$ cat src/rtl/block_rms_meter_defines.svh
// Assertion macros used by the RMS meter top level.
`ifndef BLOCK_RMS_METER_DEFINES_SVH
`define BLOCK_RMS_METER_DEFINES_SVH

`ifndef NO_ASSERTIONS

// Checked at every clock edge outside reset.
`define RMS_ASSERT(lbl, clk_s, rst_s, prop, msg) \
  lbl: assert property (@(posedge clk_s) disable iff (rst_s) prop) else $error(msg);

// Checked at every clock edge, reset included.
`define RMS_ASSERT_ALWAYS(lbl, clk_s, prop, msg) \
  lbl: assert property (@(posedge clk_s) prop) else $error(msg);

`else

`define RMS_ASSERT(lbl, clk_s, rst_s, prop, msg)
`define RMS_ASSERT_ALWAYS(lbl, clk_s, prop, msg)

`endif

`endif

$ cat src/rtl/rms_pkg.sv
// Shared widths, defaults and types of the RMS meter.
package rms_pkg;

  localparam int SAMPLE_W   = 16;  // signed input sample
  localparam int RMS_W      = 16;  // unsigned RMS result
  localparam int MAG_W      = 17;  // magnitude of a sample, up to 32768
  localparam int SQ_W       = 31;  // square of a magnitude, up to 2^30
  localparam int RAD_W      = 32;  // radicand of the square root
  localparam int ROOT_W     = 16;  // root, one bit per step
  localparam int SQ_REM_W   = 18;  // partial remainder of the square root
  localparam int WINDOW_DEF = 64;

  // Status of the divide/root sequencer as seen by the top level.
  typedef struct packed {
    logic busy;
    logic done;
  } core_status_t;

endpackage

$ cat src/rtl/rms_in_if.sv
// Input channel of the RMS meter: one signed sample per item.
interface rms_in_if;
  import rms_pkg::*;

  logic                       valid;
  logic                       ready;
  logic signed [SAMPLE_W-1:0] sample;

  modport source (output valid, output sample, input ready);
  modport sink (input valid, input sample, output ready);
endinterface

$ cat src/rtl/rms_out_if.sv
// Output channel of the RMS meter: held RMS and window flag per item.
interface rms_out_if;
  import rms_pkg::*;

  logic             valid;
  logic             ready;
  logic [RMS_W-1:0] rms;
  logic             window_done;

  modport source (output valid, output rms, output window_done, input ready);
  modport sink (input valid, input rms, input window_done, output ready);
endinterface

$ cat src/rtl/rms_csub.sv
// Shared compare-and-subtract unit used by the divide and root steps.
module rms_csub #(
  parameter int W = 18
) (
  input  logic [W-1:0] a,
  input  logic [W-1:0] b,
  output logic [W-1:0] diff,
  output logic         ge
);
  logic [W:0] full;

  assign full = {1'b0, a} - {1'b0, b};
  assign diff = full[W-1:0];
  // No borrow out means a >= b.
  assign ge   = ~full[W];
endmodule

$ cat src/rtl/rms_core.sv
// Sequencer that divides the window sum and takes its integer square root.
module rms_core #(
  parameter int WINDOW = rms_pkg::WINDOW_DEF,
  parameter int SUM_W  = rms_pkg::SQ_W + $clog2(rms_pkg::WINDOW_DEF)
) (
  input  logic                       clk,
  input  logic                       rst,
  input  logic                       start,
  input  logic [SUM_W-1:0]           sum,
  output rms_pkg::core_status_t      status,
  output logic [rms_pkg::ROOT_W-1:0] root
);
  import rms_pkg::*;

  localparam bit POW2   = (WINDOW & (WINDOW - 1)) == 0;
  localparam int LOG2W  = $clog2(WINDOW);
  localparam int DREM_W = $clog2(WINDOW) + 2;
  localparam int STEP_W = $clog2(SUM_W + 1);
  localparam int ALU_W  = (DREM_W > SQ_REM_W) ? DREM_W : SQ_REM_W;

  localparam logic [1:0] C_IDLE = 2'd0;
  localparam logic [1:0] C_DIV  = 2'd1;
  localparam logic [1:0] C_SQRT = 2'd2;

  logic [1:0]          state;
  logic [STEP_W-1:0]   steps;
  logic                done;
  logic [SUM_W-1:0]    dq;
  logic [DREM_W-1:0]   drem;
  logic [RAD_W-1:0]    rad;
  logic [SQ_REM_W-1:0] srem;

  logic [DREM_W-1:0]   div_trial;
  logic [SQ_REM_W-1:0] sq_trial;
  logic [ALU_W-1:0]    alu_a;
  logic [ALU_W-1:0]    alu_b;
  logic [ALU_W-1:0]    alu_diff;
  logic                alu_ge;
  logic [SUM_W-1:0]    dq_shift;

  // Restoring division brings down one dividend bit per step; the root
  // brings down two radicand bits per step and tries 4*root + 1.
  assign div_trial = {drem[DREM_W-2:0], dq[SUM_W-1]};
  assign sq_trial  = {srem[SQ_REM_W-3:0], rad[RAD_W-1 -: 2]};
  assign dq_shift  = {dq[SUM_W-2:0], alu_ge};

  always_comb begin
    if (state == C_DIV) begin
      alu_a = ALU_W'(div_trial);
      alu_b = ALU_W'(WINDOW);
    end else begin
      alu_a = ALU_W'(sq_trial);
      alu_b = ALU_W'({root, 2'b01});
    end
  end

  rms_csub #(.W(ALU_W)) u_csub (
    .a    (alu_a),
    .b    (alu_b),
    .diff (alu_diff),
    .ge   (alu_ge)
  );

  always_ff @(posedge clk) begin
    if (rst) begin
      state <= C_IDLE;
      steps <= '0;
      done  <= 1'b0;
    end else begin
      done <= 1'b0;
      case (state)
        C_IDLE: begin
          if (start) begin
            srem <= '0;
            root <= '0;
            drem <= '0;
            if (POW2) begin
              rad   <= RAD_W'(sum >> LOG2W);
              steps <= STEP_W'(ROOT_W);
              state <= C_SQRT;
            end else begin
              dq    <= sum;
              steps <= STEP_W'(SUM_W);
              state <= C_DIV;
            end
          end
        end
        C_DIV: begin
          drem  <= alu_ge ? DREM_W'(alu_diff) : div_trial;
          dq    <= dq_shift;
          steps <= steps - 1'b1;
          if (steps == STEP_W'(1)) begin
            rad   <= RAD_W'(dq_shift);
            steps <= STEP_W'(ROOT_W);
            state <= C_SQRT;
          end
        end
        C_SQRT: begin
          srem  <= alu_ge ? SQ_REM_W'(alu_diff) : sq_trial;
          root  <= {root[ROOT_W-2:0], alu_ge};
          rad   <= rad << 2;
          steps <= steps - 1'b1;
          if (steps == STEP_W'(1)) begin
            done  <= 1'b1;
            state <= C_IDLE;
          end
        end
        default: begin
          state <= C_IDLE;
        end
      endcase
    end
  end

  assign status.busy = (state != C_IDLE);
  assign status.done = done;
endmodule

$ cat src/rtl/block_rms_meter.sv
// Top level of the windowed RMS meter.
//
// Usage: each item on the samples channel carries one signed 16-bit sample.
// Every accepted item yields exactly one item on the results channel: the
// RMS of the most recently completed window and window_done, which is set on
// the item that closed a window. A window is WINDOW samples; its RMS is
// floor(sqrt(floor(sum of squares / WINDOW))), and rms reads 0 until the
// first window closes.
// Flow: an accepted item's magnitude is registered, squared in S_SQ, added
// in S_ADD and written to the output register from S_PUSH once it is free.
// An item that closes a window also runs the shared compare-subtract unit
// in S_ROOT: 16 root steps when WINDOW is a power of two, plus one divide
// step per sum bit (31 + clog2(WINDOW)) otherwise. The block takes one
// item at a time; ready is high only while no item is in work, and the next
// item may enter as soon as the previous result sits in the output register.
// Reset (rst, synchronous) clears the sum, the sample count, the held RMS
// and the output valid. When the receiver stalls, the result waits in the
// output register, one more item may be worked on, and its result then
// waits until the register is taken.
module block_rms_meter #(
  parameter int WINDOW = rms_pkg::WINDOW_DEF
) (
  input logic      clk,
  input logic      rst,
  rms_in_if.sink   samples,
  rms_out_if.source results
);
  import rms_pkg::*;
  `include "block_rms_meter_defines.svh"

  localparam int CNT_W = (WINDOW > 1) ? $clog2(WINDOW) : 1;
  // A full window of most negative samples sums to WINDOW * 2^30.
  localparam int SUM_W = SQ_W + $clog2(WINDOW);

  localparam logic [2:0] S_IDLE = 3'd0;
  localparam logic [2:0] S_SQ   = 3'd1;
  localparam logic [2:0] S_ADD  = 3'd2;
  localparam logic [2:0] S_ROOT = 3'd3;
  localparam logic [2:0] S_PUSH = 3'd4;

  logic [2:0]         state;
  logic [CNT_W-1:0]   count;
  logic [SUM_W-1:0]   sum;
  logic [RMS_W-1:0]   held_rms;
  logic [MAG_W-1:0]   mag;
  logic [SQ_W-1:0]    sq;
  logic               res_done;
  logic               out_valid;
  logic [RMS_W-1:0]   out_rms;
  logic               out_done;

  logic [MAG_W-1:0]   samp_ext;
  logic [MAG_W-1:0]   mag_c;
  logic [2*MAG_W-1:0] prod;
  logic [SUM_W-1:0]   sum_total;
  logic               last;
  logic               core_start;
  core_status_t       core_st;
  logic [ROOT_W-1:0]  core_root;

  // Magnitude of the sample in 17 bits, so -32768 becomes 32768.
  assign samp_ext  = {samples.sample[SAMPLE_W-1], samples.sample};
  assign mag_c     = samp_ext[MAG_W-1] ? (~samp_ext + 1'b1) : samp_ext;
  assign prod      = mag * mag;
  assign sum_total = sum + SUM_W'(sq);
  assign last      = (count == CNT_W'(WINDOW - 1));

  // The closing sum goes straight into the divide/root sequencer.
  assign core_start = (state == S_ADD) && last;

  rms_core #(.WINDOW(WINDOW), .SUM_W(SUM_W)) u_core (
    .clk    (clk),
    .rst    (rst),
    .start  (core_start),
    .sum    (sum_total),
    .status (core_st),
    .root   (core_root)
  );

  assign samples.ready       = (state == S_IDLE);
  assign results.valid       = out_valid;
  assign results.rms         = out_rms;
  assign results.window_done = out_done;

  always_ff @(posedge clk) begin
    if (rst) begin
      state     <= S_IDLE;
      count     <= '0;
      sum       <= '0;
      held_rms  <= '0;
      out_valid <= 1'b0;
    end else begin
      // The output register empties when taken. In S_PUSH the refill below
      // decides its valid instead.
      if (results.ready && (state != S_PUSH)) begin
        out_valid <= 1'b0;
      end
      case (state)
        S_IDLE: begin
          if (samples.valid) begin
            mag   <= mag_c;
            state <= S_SQ;
          end
        end
        S_SQ: begin
          sq    <= prod[SQ_W-1:0];
          state <= S_ADD;
        end
        S_ADD: begin
          if (last) begin
            sum   <= '0;
            count <= '0;
            state <= S_ROOT;
          end else begin
            sum      <= sum_total;
            count    <= count + 1'b1;
            res_done <= 1'b0;
            state    <= S_PUSH;
          end
        end
        S_ROOT: begin
          if (core_st.done) begin
            held_rms <= core_root;
            res_done <= 1'b1;
            state    <= S_PUSH;
          end
        end
        S_PUSH: begin
          if (!out_valid || results.ready) begin
            out_rms   <= held_rms;
            out_done  <= res_done;
            out_valid <= 1'b1;
            state     <= S_IDLE;
          end
        end
        default: begin
          state <= S_IDLE;
        end
      endcase
    end
  end

  // The sequencer never runs while a new item can enter.
  `RMS_ASSERT(a_ready_not_busy, clk, rst, samples.ready |-> !core_st.busy, "ready while root busy")
  // A root result only arrives while the top level waits for it.
  `RMS_ASSERT(a_done_in_root, clk, rst, core_st.done |-> state == S_ROOT, "root done out of place")
  // The sample count stays inside the window.
  `RMS_ASSERT(a_count_range, clk, rst, count <= CNT_W'(WINDOW - 1), "sample count overflow")
  // An accepted item always moves on to squaring.
  `RMS_ASSERT(a_accept_sq, clk, rst, samples.valid && samples.ready |=> state == S_SQ, "accept lost")
  // Reset leaves the block idle with no result pending.
  `RMS_ASSERT_ALWAYS(a_reset_idle, clk, rst |=> state == S_IDLE && !results.valid, "reset state")
endmodule

$ cat src/flat_wrapper.sv
// flat-port wrapper written by rule: the top's interface ports become plain ports
module block_rms_meter_flat import rms_pkg::*;
#(
  parameter int WINDOW = rms_pkg::WINDOW_DEF
)
  (clk, rst, samples_valid, samples_sample, samples_ready, results_valid, results_rms, results_window_done, results_ready);
  rms_in_if samples_i ();
  rms_out_if results_i ();
  input logic clk;
  input logic rst;
  input wire logic [$bits(samples_i.valid)-1:0] samples_valid;
  input wire logic [$bits(samples_i.sample)-1:0] samples_sample;
  output wire logic [$bits(samples_i.ready)-1:0] samples_ready;
  output wire logic [$bits(results_i.valid)-1:0] results_valid;
  output wire logic [$bits(results_i.rms)-1:0] results_rms;
  output wire logic [$bits(results_i.window_done)-1:0] results_window_done;
  input wire logic [$bits(results_i.ready)-1:0] results_ready;
  assign samples_i.valid = samples_valid;
  assign samples_i.sample = samples_sample;
  assign samples_ready = samples_i.ready;
  assign results_valid = results_i.valid;
  assign results_rms = results_i.rms;
  assign results_window_done = results_i.window_done;
  assign results_i.ready = results_ready;
  block_rms_meter #(.WINDOW(WINDOW)) u_core (.clk(clk), .rst(rst), .samples(samples_i), .results(results_i));
endmodule
$ cat config.mk
export PLATFORM = sky130hd
export DESIGN_NAME = block_rms_meter_flat
export DESIGN_NICKNAME = d
export VERILOG_FILES = /design/src/rtl/rms_pkg.sv /design/src/rtl/rms_in_if.sv /design/src/rtl/rms_out_if.sv /design/src/rtl/rms_csub.sv /design/src/rtl/rms_core.sv /design/src/rtl/block_rms_meter.sv /design/src/flat_wrapper.sv
export VERILOG_INCLUDE_DIRS = /design/src /design/src/rtl
export SDC_FILE = /design/constraint.sdc
export NUM_CORES = 1
export LEC_CHECK = 0
export BUFFER_PORTS_ARGS = -buffer_cell sky130_fd_sc_hd__buf_4
export CAP_MARGIN = 10
export CORE_MARGIN = 2
export CORE_UTILIZATION = 61
export CTS_BUF_LIST = sky130_fd_sc_hd__clkbuf_16
export DETAILED_ROUTE_END_ITERATION = 7
export PLACE_DENSITY = 0.76
export SYNTH_ARGS = -nofsm -noshare
export SYNTH_HDL_FRONTEND = slang
export SYNTH_SLANG_ARGS = --single-unit
$ cat constraint.sdc
create_clock -name clk -period 9 [get_ports clk]
set_input_delay 0.45 -clock clk [delete_from_list [all_inputs] [get_ports clk]]
set_output_delay 0.45 -clock clk [all_outputs]
set_load 0.03 [all_outputs]
==> flow_summary.json <==
{
  "status": "complete, no violations",
  "cpPeakStageDelay_ns": 0.82,
  "synth.top_cell.area_share_pct": 21.45,
  "cp.arrival_ns": 7.00,
  "synth.distinct_cells": 78,
  "setup_viol": 0,
  "startpoint_type": "flip-flop",
  "path_common_cell": "fa_1",
  "tightest_slew_ns": 1.141,
  "cp_top_family": "adder cells",
  "fmax_mhz": 146.9,
  "totalWireLength_um": 36920,
  "antenna_found_initial": 0,
  "cts_inserted_buffers": 17,
  "yosys_register_bits": 200,
  "grt_pass1_wl_um": 63140,
  "netlist_area_um2": 18060,
  "finalCritPeriodShare_pct": 75.66,
  "cts_buffer_depth": 2,
  "cp-end-kind": "flip-flop",
  "rsz0062_at_grt": "no",
  "leakage_nw": 8.708,
  "grt_max_degree": 100,
  "hpwl_um": 28890,
  "yosysTopAreaCell": "edfxtp_1",
  "initial_core_util_pct": 62.42,
  "die_y_um": 176.1,
  "diodes": 0,
  "htree_levels": 4,
  "cts_setup_buffers": 0,
  "async_reset_ff_share_pct": 0,
  "worstPathRequired_ns": 9.19,
  "clk_pin_slew_ns": 0.09,
  "path_cells": "nand2_1, fa_1, inv_1, fa_1, inv_1, fa_1, inv_1, fa_1, fa_1, inv_1, fa_1, inv_1, ha_1, o21ai_0, nand2_1, o21ai_0, a211oi_1, nor3_1, o31ai_1, a21oi_1, xnor2_1",
  "tritoncts": "yes",
  "pre_cts_slack_ns": 2.306,
  "cts.sinks": 200,
  "critical_path_class": "reg2reg",
  "grt_pass1_vias": 13480,
  "wl_per_cell_um": 16.06,
  "netSwitchingPower_mw": 3.199,
  "cp_num_buf_inv": 5,
  "syn-instance-count": 1898,
  "synth-main-ff-cell": "edfxtp_1",
  "p_sw_share_pct": 46.88,
  "avgSynthCellArea_um2": 9.517,
  "antenna_left": 0,
  "grt_usage_pct": 25.12,
  "synth-seq-area-share_pct": 29.32,
  "port_buffers": 38,
  "cpMaxStageDelayCell": "edfxtp_1",
  "drive_above_1_share_pct": 5.538,
  "hp-class": "in2reg",
  "finalMaxSlewViolations": 0,
  "ir_drop_uv": 342.5,
  "globalRouteOverflowTotal": 0,
  "p_comb_share_pct": 68.6,
  "rows": 62,
  "areaGrowthSynthToFinish_pct": 6.893,
  "p_clk_share_pct": 12.1,
  "p_seq_share_pct": 19.3,
  "relSlewSlack_pct": 23.52,
  "holdBufCountCts": 0,
  "via_count": 12840,
  "holdWs_ns": 0.2027,
  "crit_path_max_fanout": 18,
  "tns_ns": 0,
  "cts_root_buf": "clkbuf_16",
  "finalCriticalPeriod_ns": 6.810,
  "fillers": 2244,
  "yosysWarnings": 0,
  "p_int_mw": 3.625,
  "vias_per_cell": 5.587,
  "dr.pass1.iters": 5,
  "ioPinCount": 39,
  "p_per_area_nw_per_um2": 353.4,
  "drc": 0,
  "synth-edff-count": 129,
  "clk_latency_ns": 0.45,
  "syn_nets": 2259,
  "nNetsFinal": 2262,
  "cts_resized": 0,
  "hold_viol": 0,
  "synth.area.top_cells": "edfxtp_1 21%, fa_1 21%, ha_1 10%",
  "fin_skew_ns": 0.02146,
  "maxCapViolCount": 0,
  "core_um2": 28940,
  "worst_slack_ns": 2.190,
  "place.gp.congestion": 0.8580,
  "die-area_um2": 31000,
  "fin_util_pct": 66.73,
  "drtIter0Drc": 817,
  "chipWidth_um": 176.1
}
## path summary, 6_finish.rpt
check / slack [ns] / depth (start not counted) / startpoint / endpoint
worst max register to register: 2.19 / 21 / u_core.mag[5] / u_core.sq[30]
worst min register to register: 0.43 / 0 / u_core.held_rms[0] / u_core.results.rms[0]
worst max-delay path: 2.19 / 21 / u_core.mag[5] / u_core.sq[30]
worst min-delay path: 0.20 / 1 / samples_sample[0] / u_core.mag[0]
## synth_stat cells, types with 11 or more instances
| cell type | n |
|---|---|
| a211oi_1 | 13 |
| a21o_1 | 21 |
| a21oi_1 | 112 |
| and2_1 | 68 |
| clkbuf_1 | 55 |
| dfxtp_1 | 71 |
| edfxtp_1 | 129 |
| fa_1 | 192 |
| ha_1 | 149 |
| inv_1 | 336 |
| mux2i_1 | 14 |
| nand2_1 | 225 |
| nand3_1 | 31 |
| nand4_1 | 11 |
| nor2_1 | 71 |
| nor2b_1 | 31 |
| nor3_1 | 24 |
| o21ai_0 | 90 |
| o21bai_1 | 12 |
| xnor2_1 | 71 |
| xor2_1 | 25 |
## sequential cells by signal (all words and copies together) (netlist names), 3 cells and up
signal               count
u_core.state             3
u_core.count             6
u_core.sum              37
u_core.u_core.steps      6
u_core.u_core.srem      16
u_core.u_core.rad       32
u_core.results.rms      16
u_core.u_core.root      16
u_core.mag              17
u_core.sq               30
u_core.held_rms         16
## layout make-up
class	count	area (um^2)	share of cell area, %
well taps	384	480.5	2.488
clock buffers	17	425.4	2.203
flip-flops and latches	200	5296	27.43
multi-input cells	1302	11300	58.52
clock inverters	15	215.2	1.115
repair buffers	44	330.3	1.711
inverters	336	1261	6.532
## cells in the final DEF, fill, tap and decap left out, types with 12 or more instances in the layout
cell type / netlist / routed
o21ai_0: 90 / 90
nor2b_1: 31 / 31
edfxtp_1: 129 / 129
clkbuf_16: 0 / 17
xor2_1: 25 / 25
a211oi_1: 13 / 13
xnor2_1: 71 / 71
a21oi_1: 112 / 112
dfxtp_1: 71 / 70
ha_1: 149 / 149
inv_1: 336 / 336
mux2i_1: 14 / 14
nand2_1: 225 / 225
o21bai_1: 12 / 12
buf_4: 1 / 44
and2_1: 68 / 68
nor3_1: 24 / 22
fa_1: 192 / 192
nor2_1: 71 / 70
nand3_1: 31 / 31
a21o_1: 21 / 21
## logic make-up (layout without fill, tap and decap cells)
kind of cell / count (synthesis) / after routing / synth area share (%)
and+or+nand+nor: 519 / 519 / 13.74
buffers and inverters: 396 / 412 / 8.264
adders and majority gates: 341 / 341 / 31.60
AOI/OAI and AO/OA: 329 / 329 / 11.51
DFF: 200 / 200 / 29.32
xor gates and xnor gates: 96 / 96 / 4.655
muxes: 16 / 16 / 0.9005
other: 1 / 1 / 0.02076
## routing by layer
| metal | global-route usage (%) | vias to the layer above | wire (um) |
|---|---|---|---|
| met4 | 7.851 | 0 | 849 |
| met5 | 0 | - | 0 |
| li1 | - | 6205 | - |
| met1 | 31.48 | 6269 | 15750 |
| met3 | 3.101 | 62 | 1340 |
| met2 | 45.34 | 303 | 18970 |
## power by group through the flow
stage | clock [mW] | combinational, mW | sequential (mW)
3_3_place_gp | 0 | 4.43 | 1.33
6_report | 0.826 | 4.68 | 1.32
5_1_grt | 0.872 | 5.37 | 1.32
2_1_floorplan | 0 | 3.70 | 1.31
4_1_cts | 0.835 | 4.68 | 1.32
3_5_place_dp | 0 | 4.61 | 1.34
## metrics by stage
step                      power [mW]  std cells  cell area, um^2
after floorplan                5.010       1898            18060
after global placement         5.763       2266            18670
after detailed placement       5.949       2266            18670
after CTS                      6.828       2298            19310
after global routing           7.567       2298            19310
final                          6.824       2298            19310
Power figures use the tool's default switching activity.
